## src/rtl/euclidean_rhythm_generator_assert.svh

```systemverilog
// Assertion macros shared by the Euclidean rhythm generator modules.
`ifndef EUCLIDEAN_RHYTHM_GENERATOR_ASSERT_SVH
`define EUCLIDEAN_RHYTHM_GENERATOR_ASSERT_SVH

// Same-cycle implication, sampled on clock and disabled during reset.
`define ERG_ASSERT_NOW(label, ante, cons, msg) \
   label: assert property (@(posedge clock) disable iff (reset) (ante) |-> (cons)) \
      else $error(msg);

// Next-cycle implication, sampled on clock and disabled during reset.
`define ERG_ASSERT_NEXT(label, ante, cons, msg) \
   label: assert property (@(posedge clock) disable iff (reset) (ante) |=> (cons)) \
      else $error(msg);

`endif

```

## src/rtl/erg_pkg.sv

```systemverilog
// Shared types and constants for the Euclidean rhythm generator.
`timescale 1ns / 1ps

package erg_pkg;

   // Step counts, hit counts, group lengths and shift amounts all fit in 6 bits.
   localparam int CNT_W = 6;

   typedef logic [CNT_W-1:0] cnt_type;

   typedef struct packed {
      logic    shift_left;
      cnt_type amount;
   } shift_ctl_type;

endpackage

```

## src/rtl/erg_shifter.sv

```systemverilog
// Shared barrel shifter used for folding, layout and rotation.
`timescale 1ns / 1ps

module erg_shifter #(
   parameter int WIDTH = 32
) (
   input  erg_pkg::shift_ctl_type ctl,
   input  logic [WIDTH-1:0]       data_in,
   output logic [WIDTH-1:0]       data_out
);

   always_comb begin
      if (ctl.shift_left) begin
         data_out = data_in << ctl.amount;
      end else begin
         data_out = data_in >> ctl.amount;
      end
   end

endmodule

```

## src/rtl/erg_modulo.sv

```systemverilog
// Restoring remainder unit: reduces the rotation modulo the step count, one bit per cycle.
`timescale 1ns / 1ps
`include "euclidean_rhythm_generator_assert.svh"

module erg_modulo (
   input  logic              clock,
   input  logic              reset,
   input  logic              start,
   input  logic [7:0]        dividend,
   input  erg_pkg::cnt_type  divisor,
   output logic              done,
   output erg_pkg::cnt_type  remainder
);

   logic [7:0]       rem_ff, rem_in;
   erg_pkg::cnt_type div_ff, div_in;
   logic [2:0]       bit_ff, bit_in;
   logic             run_ff, run_in;
   logic             done_ff, done_in;
   logic [13:0]      trial;

   assign trial = 14'(div_ff) << bit_ff;

   always_comb begin
      rem_in  = rem_ff;
      div_in  = div_ff;
      bit_in  = bit_ff;
      run_in  = run_ff;
      done_in = 1'b0;
      if (start) begin
         rem_in = dividend;
         div_in = divisor;
         bit_in = 3'd7;
         run_in = 1'b1;
      end else if (run_ff) begin
         if (14'(rem_ff) >= trial) begin
            rem_in = rem_ff - 8'(trial);
         end
         bit_in = bit_ff - 3'd1;
         if (bit_ff == 3'd0) begin
            run_in  = 1'b0;
            done_in = 1'b1;
         end
      end
   end

   always_ff @(posedge clock) begin
      rem_ff <= rem_in;
      div_ff <= div_in;
      bit_ff <= bit_in;
      if (reset) begin
         run_ff  <= 1'b0;
         done_ff <= 1'b0;
      end else begin
         run_ff  <= run_in;
         done_ff <= done_in;
      end
   end

   assign done      = done_ff;
   assign remainder = erg_pkg::cnt_type'(rem_ff);

   // With a nonzero divisor the remainder must end below it.
   `ERG_ASSERT_NOW(a_rem_below_div, done_ff && (div_ff != '0), rem_ff < 8'(div_ff), "remainder not reduced")
   // Completion is a single-cycle pulse.
   `ERG_ASSERT_NEXT(a_done_pulse, done_ff, !done_ff, "done held longer than one cycle")
   // A new operation never reports completion on the following cycle.
   `ERG_ASSERT_NEXT(a_start_runs, start, run_ff && !done_ff, "operation did not start")

endmodule

```

## src/rtl/euclidean_rhythm_generator.sv

```systemverilog
// Special cases (no steps, no hits, all hits) strobe once the remainder unit is done;
// otherwise the request runs F folding rounds, then lays out G groups (G <= steps).
// The layout loop runs through the shared shifter, one group per cycle.
// One request is in flight at a time; busy drops in the cycle the result strobes.
// The result strobe lasts one cycle and cannot be stalled.
// Reset is synchronous and clears the sequencer and the strobe; no clearing pass is needed.
`timescale 1ns / 1ps
`include "euclidean_rhythm_generator_assert.svh"

module euclidean_rhythm_generator #(
   parameter int MAX_STEPS = 32
) (
   input  logic        clock,
   input  logic        reset,
   input  logic        start,
   output logic        busy,
   input  logic [5:0]  req_hit_count,
   input  logic [5:0]  req_step_count,
   input  logic [7:0]  req_rotate_by,
   output logic        rsp_valid,
   output logic [31:0] rsp_pattern_bits
);

   localparam int PW = MAX_STEPS;

   typedef enum logic [2:0] {
      ST_IDLE,
      ST_MOD,
      ST_FOLD,
      ST_LAYOUT,
      ST_ROT_R,
      ST_ROT_L
   } state_type;

   state_type        state_ff, state_in;
   erg_pkg::cnt_type steps_ff, steps_in;
   erg_pkg::cnt_type hits_ff, hits_in;
   erg_pkg::cnt_type left_ff, left_in;
   erg_pkg::cnt_type right_ff, right_in;
   erg_pkg::cnt_type len_a_ff, len_a_in;
   erg_pkg::cnt_type len_b_ff, len_b_in;
   erg_pkg::cnt_type pos_ff, pos_in;
   erg_pkg::cnt_type rot_ff, rot_in;
   logic [PW-1:0]    grp_a_ff, grp_a_in;
   logic [PW-1:0]    grp_b_ff, grp_b_in;
   logic [PW-1:0]    pat_ff, pat_in;
   logic [PW-1:0]    tmp_ff, tmp_in;
   logic             rsp_valid_ff, rsp_valid_in;
   logic [31:0]      rsp_pattern_ff, rsp_pattern_in;

   erg_pkg::cnt_type      steps_sat, hits_clamped, pairs, mod_rem;
   logic                  accept, mod_done;
   logic [PW-1:0]         step_mask, shift_data, shift_out;
   erg_pkg::shift_ctl_type shift_ctl;

   assign accept = start && (state_ff == ST_IDLE);

   assign steps_sat = (32'(req_step_count) > 32'(MAX_STEPS)) ?
                      erg_pkg::cnt_type'(MAX_STEPS) : req_step_count;
   assign hits_clamped = (req_hit_count > steps_sat) ? steps_sat : req_hit_count;
   assign pairs = (left_ff < right_ff) ? left_ff : right_ff;

   always_comb begin
      for (int i = 0; i < PW; i++) begin
         step_mask[i] = (i < int'(steps_ff));
      end
   end

   erg_modulo u_modulo (
      .clock     (clock),
      .reset     (reset),
      .start     (accept),
      .dividend  (req_rotate_by),
      .divisor   (steps_sat),
      .done      (mod_done),
      .remainder (mod_rem)
   );

   // Shifter operand selection per phase.
   always_comb begin
      shift_ctl.shift_left = 1'b1;
      shift_ctl.amount     = '0;
      shift_data           = pat_ff;
      unique case (state_ff)
         ST_FOLD: begin
            shift_ctl.amount = len_a_ff;
            shift_data       = grp_b_ff;
         end
         ST_LAYOUT: begin
            shift_ctl.amount = pos_ff;
            shift_data       = (left_ff != '0) ? grp_a_ff : grp_b_ff;
         end
         ST_ROT_R: begin
            shift_ctl.shift_left = 1'b0;
            shift_ctl.amount     = rot_ff;
         end
         ST_ROT_L: begin
            shift_ctl.amount = steps_ff - rot_ff;
         end
         default: begin
         end
      endcase
   end

   erg_shifter #(.WIDTH(PW)) u_shifter (
      .ctl      (shift_ctl),
      .data_in  (shift_data),
      .data_out (shift_out)
   );

   always_comb begin
      state_in       = state_ff;
      steps_in       = steps_ff;
      hits_in        = hits_ff;
      left_in        = left_ff;
      right_in       = right_ff;
      len_a_in       = len_a_ff;
      len_b_in       = len_b_ff;
      pos_in         = pos_ff;
      rot_in         = rot_ff;
      grp_a_in       = grp_a_ff;
      grp_b_in       = grp_b_ff;
      pat_in         = pat_ff;
      tmp_in         = tmp_ff;
      rsp_valid_in   = 1'b0;
      rsp_pattern_in = rsp_pattern_ff;
      unique case (state_ff)
         ST_IDLE: begin
            if (start) begin
               steps_in = steps_sat;
               hits_in  = hits_clamped;
               grp_a_in = PW'(1);
               grp_b_in = '0;
               len_a_in = erg_pkg::cnt_type'(1);
               len_b_in = erg_pkg::cnt_type'(1);
               left_in  = hits_clamped;
               right_in = steps_sat - hits_clamped;
               state_in = ST_MOD;
            end
         end
         ST_MOD: begin
            if (mod_done) begin
               rot_in = mod_rem;
               if ((steps_ff == '0) || (hits_ff == '0)) begin
                  rsp_pattern_in = '0;
                  rsp_valid_in   = 1'b1;
                  state_in       = ST_IDLE;
               end else if (hits_ff == steps_ff) begin
                  rsp_pattern_in = 32'(step_mask);
                  rsp_valid_in   = 1'b1;
                  state_in       = ST_IDLE;
               end else begin
                  state_in = ST_FOLD;
               end
            end
         end
         ST_FOLD: begin
            // All leading groups share one pattern and all remainder groups another,
            // so a round folds the two group patterns and updates the counts.
            if (right_ff > erg_pkg::cnt_type'(1)) begin
               grp_a_in = grp_a_ff | shift_out;
               len_a_in = len_a_ff + len_b_ff;
               left_in  = pairs;
               if (left_ff > right_ff) begin
                  grp_b_in = grp_a_ff;
                  len_b_in = len_a_ff;
                  right_in = left_ff - pairs;
               end else begin
                  right_in = right_ff - pairs;
               end
            end else begin
               pat_in   = '0;
               pos_in   = '0;
               state_in = ST_LAYOUT;
            end
         end
         ST_LAYOUT: begin
            if (left_ff != '0) begin
               pat_in  = pat_ff | shift_out;
               pos_in  = pos_ff + len_a_ff;
               left_in = left_ff - erg_pkg::cnt_type'(1);
            end else if (right_ff != '0) begin
               pat_in   = pat_ff | shift_out;
               pos_in   = pos_ff + len_b_ff;
               right_in = right_ff - erg_pkg::cnt_type'(1);
            end else begin
               state_in = ST_ROT_R;
            end
         end
         ST_ROT_R: begin
            tmp_in   = shift_out;
            state_in = ST_ROT_L;
         end
         ST_ROT_L: begin
            rsp_pattern_in = 32'((tmp_ff | shift_out) & step_mask);
            rsp_valid_in   = 1'b1;
            state_in       = ST_IDLE;
         end
         default: begin
            state_in = ST_IDLE;
         end
      endcase
   end

   always_ff @(posedge clock) begin
      steps_ff       <= steps_in;
      hits_ff        <= hits_in;
      left_ff        <= left_in;
      right_ff       <= right_in;
      len_a_ff       <= len_a_in;
      len_b_ff       <= len_b_in;
      pos_ff         <= pos_in;
      rot_ff         <= rot_in;
      grp_a_ff       <= grp_a_in;
      grp_b_ff       <= grp_b_in;
      pat_ff         <= pat_in;
      tmp_ff         <= tmp_in;
      rsp_pattern_ff <= rsp_pattern_in;
      if (reset) begin
         state_ff     <= ST_IDLE;
         rsp_valid_ff <= 1'b0;
      end else begin
         state_ff     <= state_in;
         rsp_valid_ff <= rsp_valid_in;
      end
   end

   assign busy             = (state_ff != ST_IDLE);
   assign rsp_valid        = rsp_valid_ff;
   assign rsp_pattern_bits = rsp_pattern_ff;

   // A transaction always leaves the sequencer busy on the next cycle.
   `ERG_ASSERT_NEXT(a_accept_busy, accept, busy, "accepted transaction did not start")
   // Results only appear once the sequencer has returned to idle.
   `ERG_ASSERT_NOW(a_rsp_idle, rsp_valid_ff, !busy, "result strobed while busy")
   // No hit may land at or above the step count.
   `ERG_ASSERT_NOW(a_rsp_masked, rsp_valid_ff, (rsp_pattern_ff & ~32'(step_mask)) == '0, "hit beyond step count")
   // The layout never runs past the end of the pattern.
   `ERG_ASSERT_NOW(a_layout_pos, state_ff == ST_LAYOUT, pos_ff <= steps_ff, "layout position past step count")

endmodule

```

## config.mk

```make
export PLATFORM = sky130hd
export DESIGN_NAME = euclidean_rhythm_generator
export DESIGN_NICKNAME = d
export VERILOG_FILES = /design/src/rtl/erg_pkg.sv /design/src/rtl/erg_shifter.sv /design/src/rtl/erg_modulo.sv /design/src/rtl/euclidean_rhythm_generator.sv
export VERILOG_INCLUDE_DIRS = /design/src /design/src/rtl
export SDC_FILE = /design/constraint.sdc
export NUM_CORES = 1
export LEC_CHECK = 0
export BUFFER_PORTS_ARGS = -buffer_cell sky130_fd_sc_hd__clkbuf_2
export CELL_PAD_IN_SITES_DETAIL_PLACEMENT = 2
export CELL_PAD_IN_SITES_GLOBAL_PLACEMENT = 2
export CORE_UTILIZATION = 38
export CTS_CLUSTER_SIZE = 30
export DETAILED_ROUTE_END_ITERATION = 8
export GPL_ROUTABILITY_DRIVEN = 0
export PLACE_DENSITY_LB_ADDON = 0.2
export SLEW_MARGIN = 20
export SYNTH_ARGS = -nofsm -noshare
export SYNTH_HDL_FRONTEND = slang
export SYNTH_HIERARCHICAL = 1
export SYNTH_SLANG_ARGS = --single-unit
```

## constraint.sdc

```tcl
create_clock -name clock -period 10.4 [get_ports clock]
set_clock_uncertainty 0.1 [all_clocks]
set_input_delay 0.52 -clock clock [delete_from_list [all_inputs] [get_ports clock]]
set_output_delay 0.52 -clock clock [all_outputs]
set_load 0.01 [all_outputs]
```

== Yosys cells after proc, flatten, opt, wreduce, memory -nomap -nowiden ==
Cells that the tools add are included.
Operators by class
  add/sub/neg operators: 11
  order comparisons: 38
  eq/ne operators: 17
  shift-type cells: 3
  mux-type cells: 61
  bitwise logic cells: 5
  reductions and logical operators: 26
Operator list (number)
  two-way mux 32 bit: 13
  case mux 32 bit (2 select lines): 5
  two-way mux 6 bit: 18
  less-than comparator 5 x 6 -> 1 bit (first input constant): 16
  bitwise OR 32 bit: 3
  less-than comparator 4 x 6 -> 1 bit (first input constant): 8
  case mux 6 bit (2 select lines): 3
  case mux 6 bit (3 select lines): 2
  AND 32 bit: 1
  << shifter 32 x 6 -> 32 bit: 1
  >> shifter 32 x 6 -> 32 bit: 1
  less-than comparator 3 x 6 -> 1 bit (first input constant): 4
  two-way mux 8 bit: 3
  case mux 6 bit (4 select lines): 1
  subtractor 6 bit: 4
  adder 6 bit: 3
  != test 2 bit (second input constant): 8
  two-way mux 3 bit: 5
  case mux 3 bit (5 select lines): 1
  greater-or-equal comparator 8 x 14 -> 1 bit: 1
  << shifter 6 x 3 -> 14 bit: 1
  greater-than comparator 6 bit: 2
  logical NOT 6 bit: 2
  less-than comparator 1 x 6 -> 1 bit (first input constant): 2
  other kinds (28): 53
Word-level totals
  register bits: 231
  input bits: 23
  output and inout port bits: 34

== Longest topological paths before layout ==
  word-level depth: 9
  gate-level depth with buffers: 18

== Cells and area by module ==
Netlist, hierarchy kept.
By module, submodules not included
  euclidean_rhythm_generator: instances 1, cells an instance 984, area an instance 11146.9 µm²
  erg_shifter: instances 1, cells an instance 439, area an instance 3921.3 µm²
  erg_modulo: instances 1, cells an instance 142, area an instance 1333.8 µm²

== Worst setup path after synthesis ==
Ideal clock, no wire load.
  kind: register to register
  start: register right_ff[0]
  end: register grp_b_ff[0], enable pin
  setup time: 0.491 ns
  arrival time: 10.146 ns
  path slack: -0.337 ns
  cell stages (with the launch flop): 6
  buffers on the path: 0
  path through: edfxtp_1 inv_1 ha_1 o21a_1 a2111oi_0 a21boi_0
Between the ends
  word-level cells in the longest chain between the ends: 3
  elaborated cells on any way between the ends: 5
  classes of those cells: order compare: 2; eq/ne: 2; reduce/logical: 1
RTL lines
  start, declared: RTL line euclidean_rhythm_generator.sv:39  | erg_pkg::cnt_type right_ff, right_in;
  start signal, assigned: RTL line euclidean_rhythm_generator.sv:209  | right_ff <= right_in;
  greater-than comparator 6 bit or greater-than comparator 6 x 1 -> 1 bit (tied branches): RTL line euclidean_rhythm_generator.sv:164, euclidean_rhythm_generator.sv:160
  != test 2 bit (no source line)
  AND reduction 4 bit (no source line) *
  end signal, assigned: RTL line euclidean_rhythm_generator.sv:215  | grp_b_ff <= grp_b_in;
  end, declared: RTL line euclidean_rhythm_generator.sv:45  | logic [PW-1:0] grp_b_ff, grp_b_in;
Mark *: on every way between the ends. The rest lies on a longest branch, timed or not.
A chain may end at the register's enable or synchronous reset.

== Final worst setup path ==
  start: register state_ff[0]
  end: register rsp_pattern_ff[18], in the netlist rsp_pattern_bits[18] (data pin)
Between the ends
  word-level cells in the longest chain between the ends: 7
  elaborated cells on any way between the ends: 13
  classes of those cells: eq/ne: 5; shift: 2; mux: 4; bitwise: 2
RTL lines
  start, declared: RTL line euclidean_rhythm_generator.sv:35  | state_type state_ff, state_in;
  start signal, assigned: RTL line euclidean_rhythm_generator.sv:223  | state_ff <= state_in;
  equality test 3 x 2 -> 1 bit: RTL line euclidean_rhythm_generator.sv:84  | unique case (state_ff)
  case mux 32 bit (2 select lines) *: RTL line euclidean_rhythm_generator.sv:84
  via shift_data[0]: RTL line euclidean_rhythm_generator.sv:53  | logic [PW-1:0] step_mask, shift_data, shift_out;
  << shifter 32 x 6 -> 32 bit or >> shifter 32 x 6 -> 32 bit (tied branches): RTL line erg_shifter.sv:14, erg_shifter.sv:16
  two-way mux 32 bit *: RTL line erg_shifter.sv:13  | if (ctl.shift_left) begin
  via shift_out[18]: RTL line euclidean_rhythm_generator.sv:53
  bitwise OR 32 bit *: RTL line euclidean_rhythm_generator.sv:195  | rsp_pattern_in = 32'((tmp_ff | shift_out) & step_mask);
  AND 32 bit *: RTL line euclidean_rhythm_generator.sv:195
  case mux 32 bit (2 select lines) *: RTL line euclidean_rhythm_generator.sv:127  | unique case (state_ff)
  via rsp_pattern_in[18]: RTL line euclidean_rhythm_generator.sv:49  | logic [31:0] rsp_pattern_ff, rsp_pattern_in;
  end signal, assigned: RTL line euclidean_rhythm_generator.sv:218  | rsp_pattern_ff <= rsp_pattern_in;
  end, declared: RTL line euclidean_rhythm_generator.sv:49
Mark *: on every way through the listed nets, which the timed path passes. The rest lies on a longest branch.

==> flow_summary_export.csv <==
group,metric,value,unit
clock_tree,path_clk_slew,0.06,ns
die,die_area,44000,um^2
power,power,6.98,mW
clock_tree,clk_latency,0.56,ns
critical_path,cp_slowest_cell,"a2111oi_2",
min_path,min_to,"u_modulo/rem_ff[6]$_DFFE_PP_",
power,p_leak,6.88,nW
yosys,synth_cells,1565,
yosys,syn_nets,1645,
min_path,hold_depth,3,
die,num_io_pins,57,
clock_tree,ctsRootBufferMaster,"clkbuf_16",
die,die_y,210,um
yosys,synth-xor-area-share,1.85,%
critical_path,ff2ff_path_depth,13,
sta,tightest_slew,1.23,ns
clock_tree,cts.htree.levels,1,
clock_tree,cts_inserted_buffers,29,
die,start_util,38.8,%
yosys,synth_fa_ha_area_share,4.62,%
yosys,synth_compound_area_share,14.0,%
yosys,synth.distinct_cells,99,
outcome,status,"finished, final reports clean",
sta,tns,0,ns
yosys,ys_seq_area_share,41.7,%
critical_path,arrival,6.38,ns
critical_path,r2r_end,"rsp_pattern_bits[18]$_DFFE_PP_",
min_path,hold_start,"req_rotate_by[6]",
drt,route.detailed.drc,0,
sta,finalCriticalPeriod,6.10,ns
sta,fin_crit_sh,58.7,%
yosys,synth_simple_gate_area_share,15.3,%
place,portBuffers,56,
global_routing,grt_max_degree,80,
critical_path,required,10.68,ns
yosys,yosysWarnings,6,
sta,relSlewSlack,17.2,%
critical_path,rrSetupSlack,4.30,ns
sta,finalSetupViolations,0,
yosys,synth-edff-count,222,
sta,clock.fmax,164,MHz
critical_path,path_max_fanout,57,
die,die_w,210,um
yosys,netlist_area,16400,um^2
yosys,synth-main-ff-cell,"edfxtp_1",
yosys,ys_ff_latch,231,
global_routing,gr-usage-all-layers,27.3,%
cells_and_area,layout-drive-gt1-share,16.8,%
cells_and_area,fillers,4411,
drt,wl_per_cell,28.1,um
global_routing,grt_antenna_before_repair,1,
critical_path,cp-end-kind,"flop",
die,core,42200,um^2
clock_tree,ctsHoldBuffers,0,
critical_path,crit_chain,"buf_4 -> inv_1 -> a21oi_4 -> buf_4 -> mux2i_1 -> o21ai_0 -> nand2b_1 -> mux2i_1 -> a21oi_1 -> or2_0 -> a2111oi_2 -> o21ai_0 -> a22oi_1",
critical_path,max_stage_delay,0.98,ns
cells_and_area,diodes,0,
sta,hold_viol_final,0,
critical_path,crit_type,"flop to flop",
sta,rsz0062_at_grt,"no",
place,dp_slack,4.49,ns
global_routing,grt_pass1_wl,91100,um
global_routing,grt_pass1_vias,14000,
drt,drt_iter0_drc,1279,
critical_path,start_kind,"flop",
drt,first_pass_iters,8,
yosys,synth_top_family_by_area,"multiplexers",
clock_tree,cts.repair.resized,0,
sta,finalWorstSetupSlack,4.30,ns
yosys,synthMuxAreaShare,17.1,%
die,num_rows,75,
drt,antenna_left,0,
power,ir_drop,0.162,mV
critical_path,reg2reg_from,"state_ff[0]$_SDFFE_PP0P_",
drt,vias,13400,
clock_tree,ctsLongestPathBuffers,3,
sta,final_max_slew_viol_count,0,
power,powerDensity,384,nW/um^2
clock_tree,post_cts_buffers,0,
cells_and_area,syn2layout_area_growth,10.8,%
clock_tree,cts_num_sinks,231,
min_path,min_path_type,"input port to flop",
sta,hold_ws,0.171,ns
drt,routed_wl,60200,um
yosys,avgSynthCellArea,10.5,um^2
drt,via_per_inst,6.26,
cells_and_area,post-route-util,43.0,%
run,drv_cap,0,
place,dp_hpwl,43300,um
global_routing,overflow,0,
cells_and_area,fin_nets,1663,
clock_tree,cts_tree,"done",
yosys,async_flop_share,0,%
worst max-delay path by stage:
stage | start | end | slack [ns]
floorplan | right_ff[0]$_DFFE_PP_ | grp_b_ff[0]$_SDFFCE_PN0P_ | 1.51
detailed placement | state_ff[0]$_SDFFE_PP0P_ | rsp_pattern_bits[29]$_DFFE_PP_ | 4.49
global placement | state_ff[0]$_SDFFE_PP0P_ | rsp_pattern_bits[18]$_DFFE_PP_ | 4.52
CTS | state_ff[0]$_SDFFE_PP0P_ | rsp_pattern_bits[29]$_DFFE_PP_ | 4.46
finish | state_ff[0]$_SDFFE_PP0P_ | rsp_pattern_bits[18]$_DFFE_PP_ | 4.30
global route | state_ff[0]$_SDFFE_PP0P_ | rsp_pattern_bits[18]$_DFFE_PP_ | 4.03
kinds of logic (layout without fill, tap and decap cells):
kind of cell               after synthesis  count (layout)
AOI/OAI and AO/OA                      343             343
xor gates and xnor gates                33              33
adders and majority gates               57              57
buffers and inverters                  162             202
DFF                                    231             231
muxes                                  201             201
and+or+nand+nor                        538             538
layer usage:
| metal | up-vias | track usage, % | part of all wire (%) | wire, um |
|---|---|---|---|---|
| li1 | 5922 | - | - | - |
| met1 | 6941 | 38.5 | 45 | 27300 |
| met2 | 464 | 43.0 | 45 | 27300 |
| met3 | 91 | 4.80 | 6.5 | 3890 |
| met4 | 0 | 7.40 | 2.8 | 1700 |
| met5 | - | 0 | 0 | 0 |
critical path, delay by kind of cell, from the launching register on:
family                 cells  cell delay, ns
AOI/OAI and AO/OA          6            2.64
buffers and inverters      3            1.57
DFF                        1            0.31
muxes                      2            0.66
and+or+nand+nor            2            0.55
state kept, by name, indices dropped and copies added (netlist names), 8 cells and up:
name / cells
pat_ff: 32
u_modulo/rem_ff: 8
grp_a_ff: 32
rsp_pattern_bits: 32
tmp_ff: 32
grp_b_ff: 32
cell usage after synthesis, drive strengths merged, types with 4 or more instances:
master,count,area share [%]
nand3b,5,0.23
nand2,122,2.8
mux4,58,8.2
a311oi,6,0.32
inv,51,1.2
a211oi,21,0.99
a31oi,5,0.19
o211ai,6,0.27
nor4,13,0.72
nand3,15,0.49
o31ai,4,0.18
buf,55,2.5
edfxtp,222,41
xor2,12,0.64
mux2i,110,6.7
mux2,33,2.3
or4,4,0.21
dfxtp,9,1.1
o31a,6,0.32
ha,51,3.9
a21oi,73,2.3
or3,8,0.34
nand2b,15,0.57
xnor2,20,1.1
a21o,13,0.59
a2111oi,7,0.53
fa,6,0.73
o22ai,13,0.53
and3,48,1.8
nor3,30,0.95
a22oi,25,1.2
a221oi,7,0.45
nor2b,14,0.53
o2bb2ai,4,0.21
or2,6,0.23
nor2,246,5.7
o21a,13,0.59
clkbuf,53,1.6
o21ai,106,3.3
nor3b,4,0.25
stage by stage:
step | cell area, um^2 | cells
floorplan | 16400 | 1565
global placement | 17100 | 2090
detailed placement | 17200 | 2091
CTS | 18100 | 2144
global route | 18200 | 2144
finish | 18200 | 2144
power by group:
group          switching, mW  internal (mW)  leakage, nW
clock                  0.402          0.635        0.472
sequential             0.231           1.44         2.18
combinational           2.79           1.48         4.23
final cells by class:
class / count / area [um^2] / area share [%]
sequential: 231 / 6850 / 37.7
inverter: 53 / 199 / 1.10
clock buffer: 35 / 748 / 4.12
tap: 539 / 674 / 3.71
multi-input combinational: 1172 / 8870 / 48.8
timing repair buffer: 96 / 601 / 3.31
clock inverter: 18 / 223 / 1.23
layout by cell type (no fill, tap or decap), types with 6 or more instances in the layout:
master       n
clkinv_1     7
ha_1        51
nor4_1       6
buf_4       39
fa_1         6
nor2b_1     13
nor3_1      27
and3_1      48
or3_1        7
edfxtp_1   222
inv_1       51
a21o_1      13
o21ai_0     91
mux2_2      32
o21a_1      13
dfxtp_1      8
a311oi_1     6
a211oi_1    19
a22oi_1     24
a21oi_1     72
mux2i_1    110
o21ai_1     11
xor2_1      12
mux4_1       9
mux4_2      49
clkbuf_1     6
nor2_1     243
clkbuf_2    56
nand3_1     14
o22ai_1      9
nand2b_1    14
nand2_1    121
o211ai_1     6
clkbuf_16   29
xnor2_1     20
o31a_1       6
Note: power is estimated with default switching activity, not from simulation.
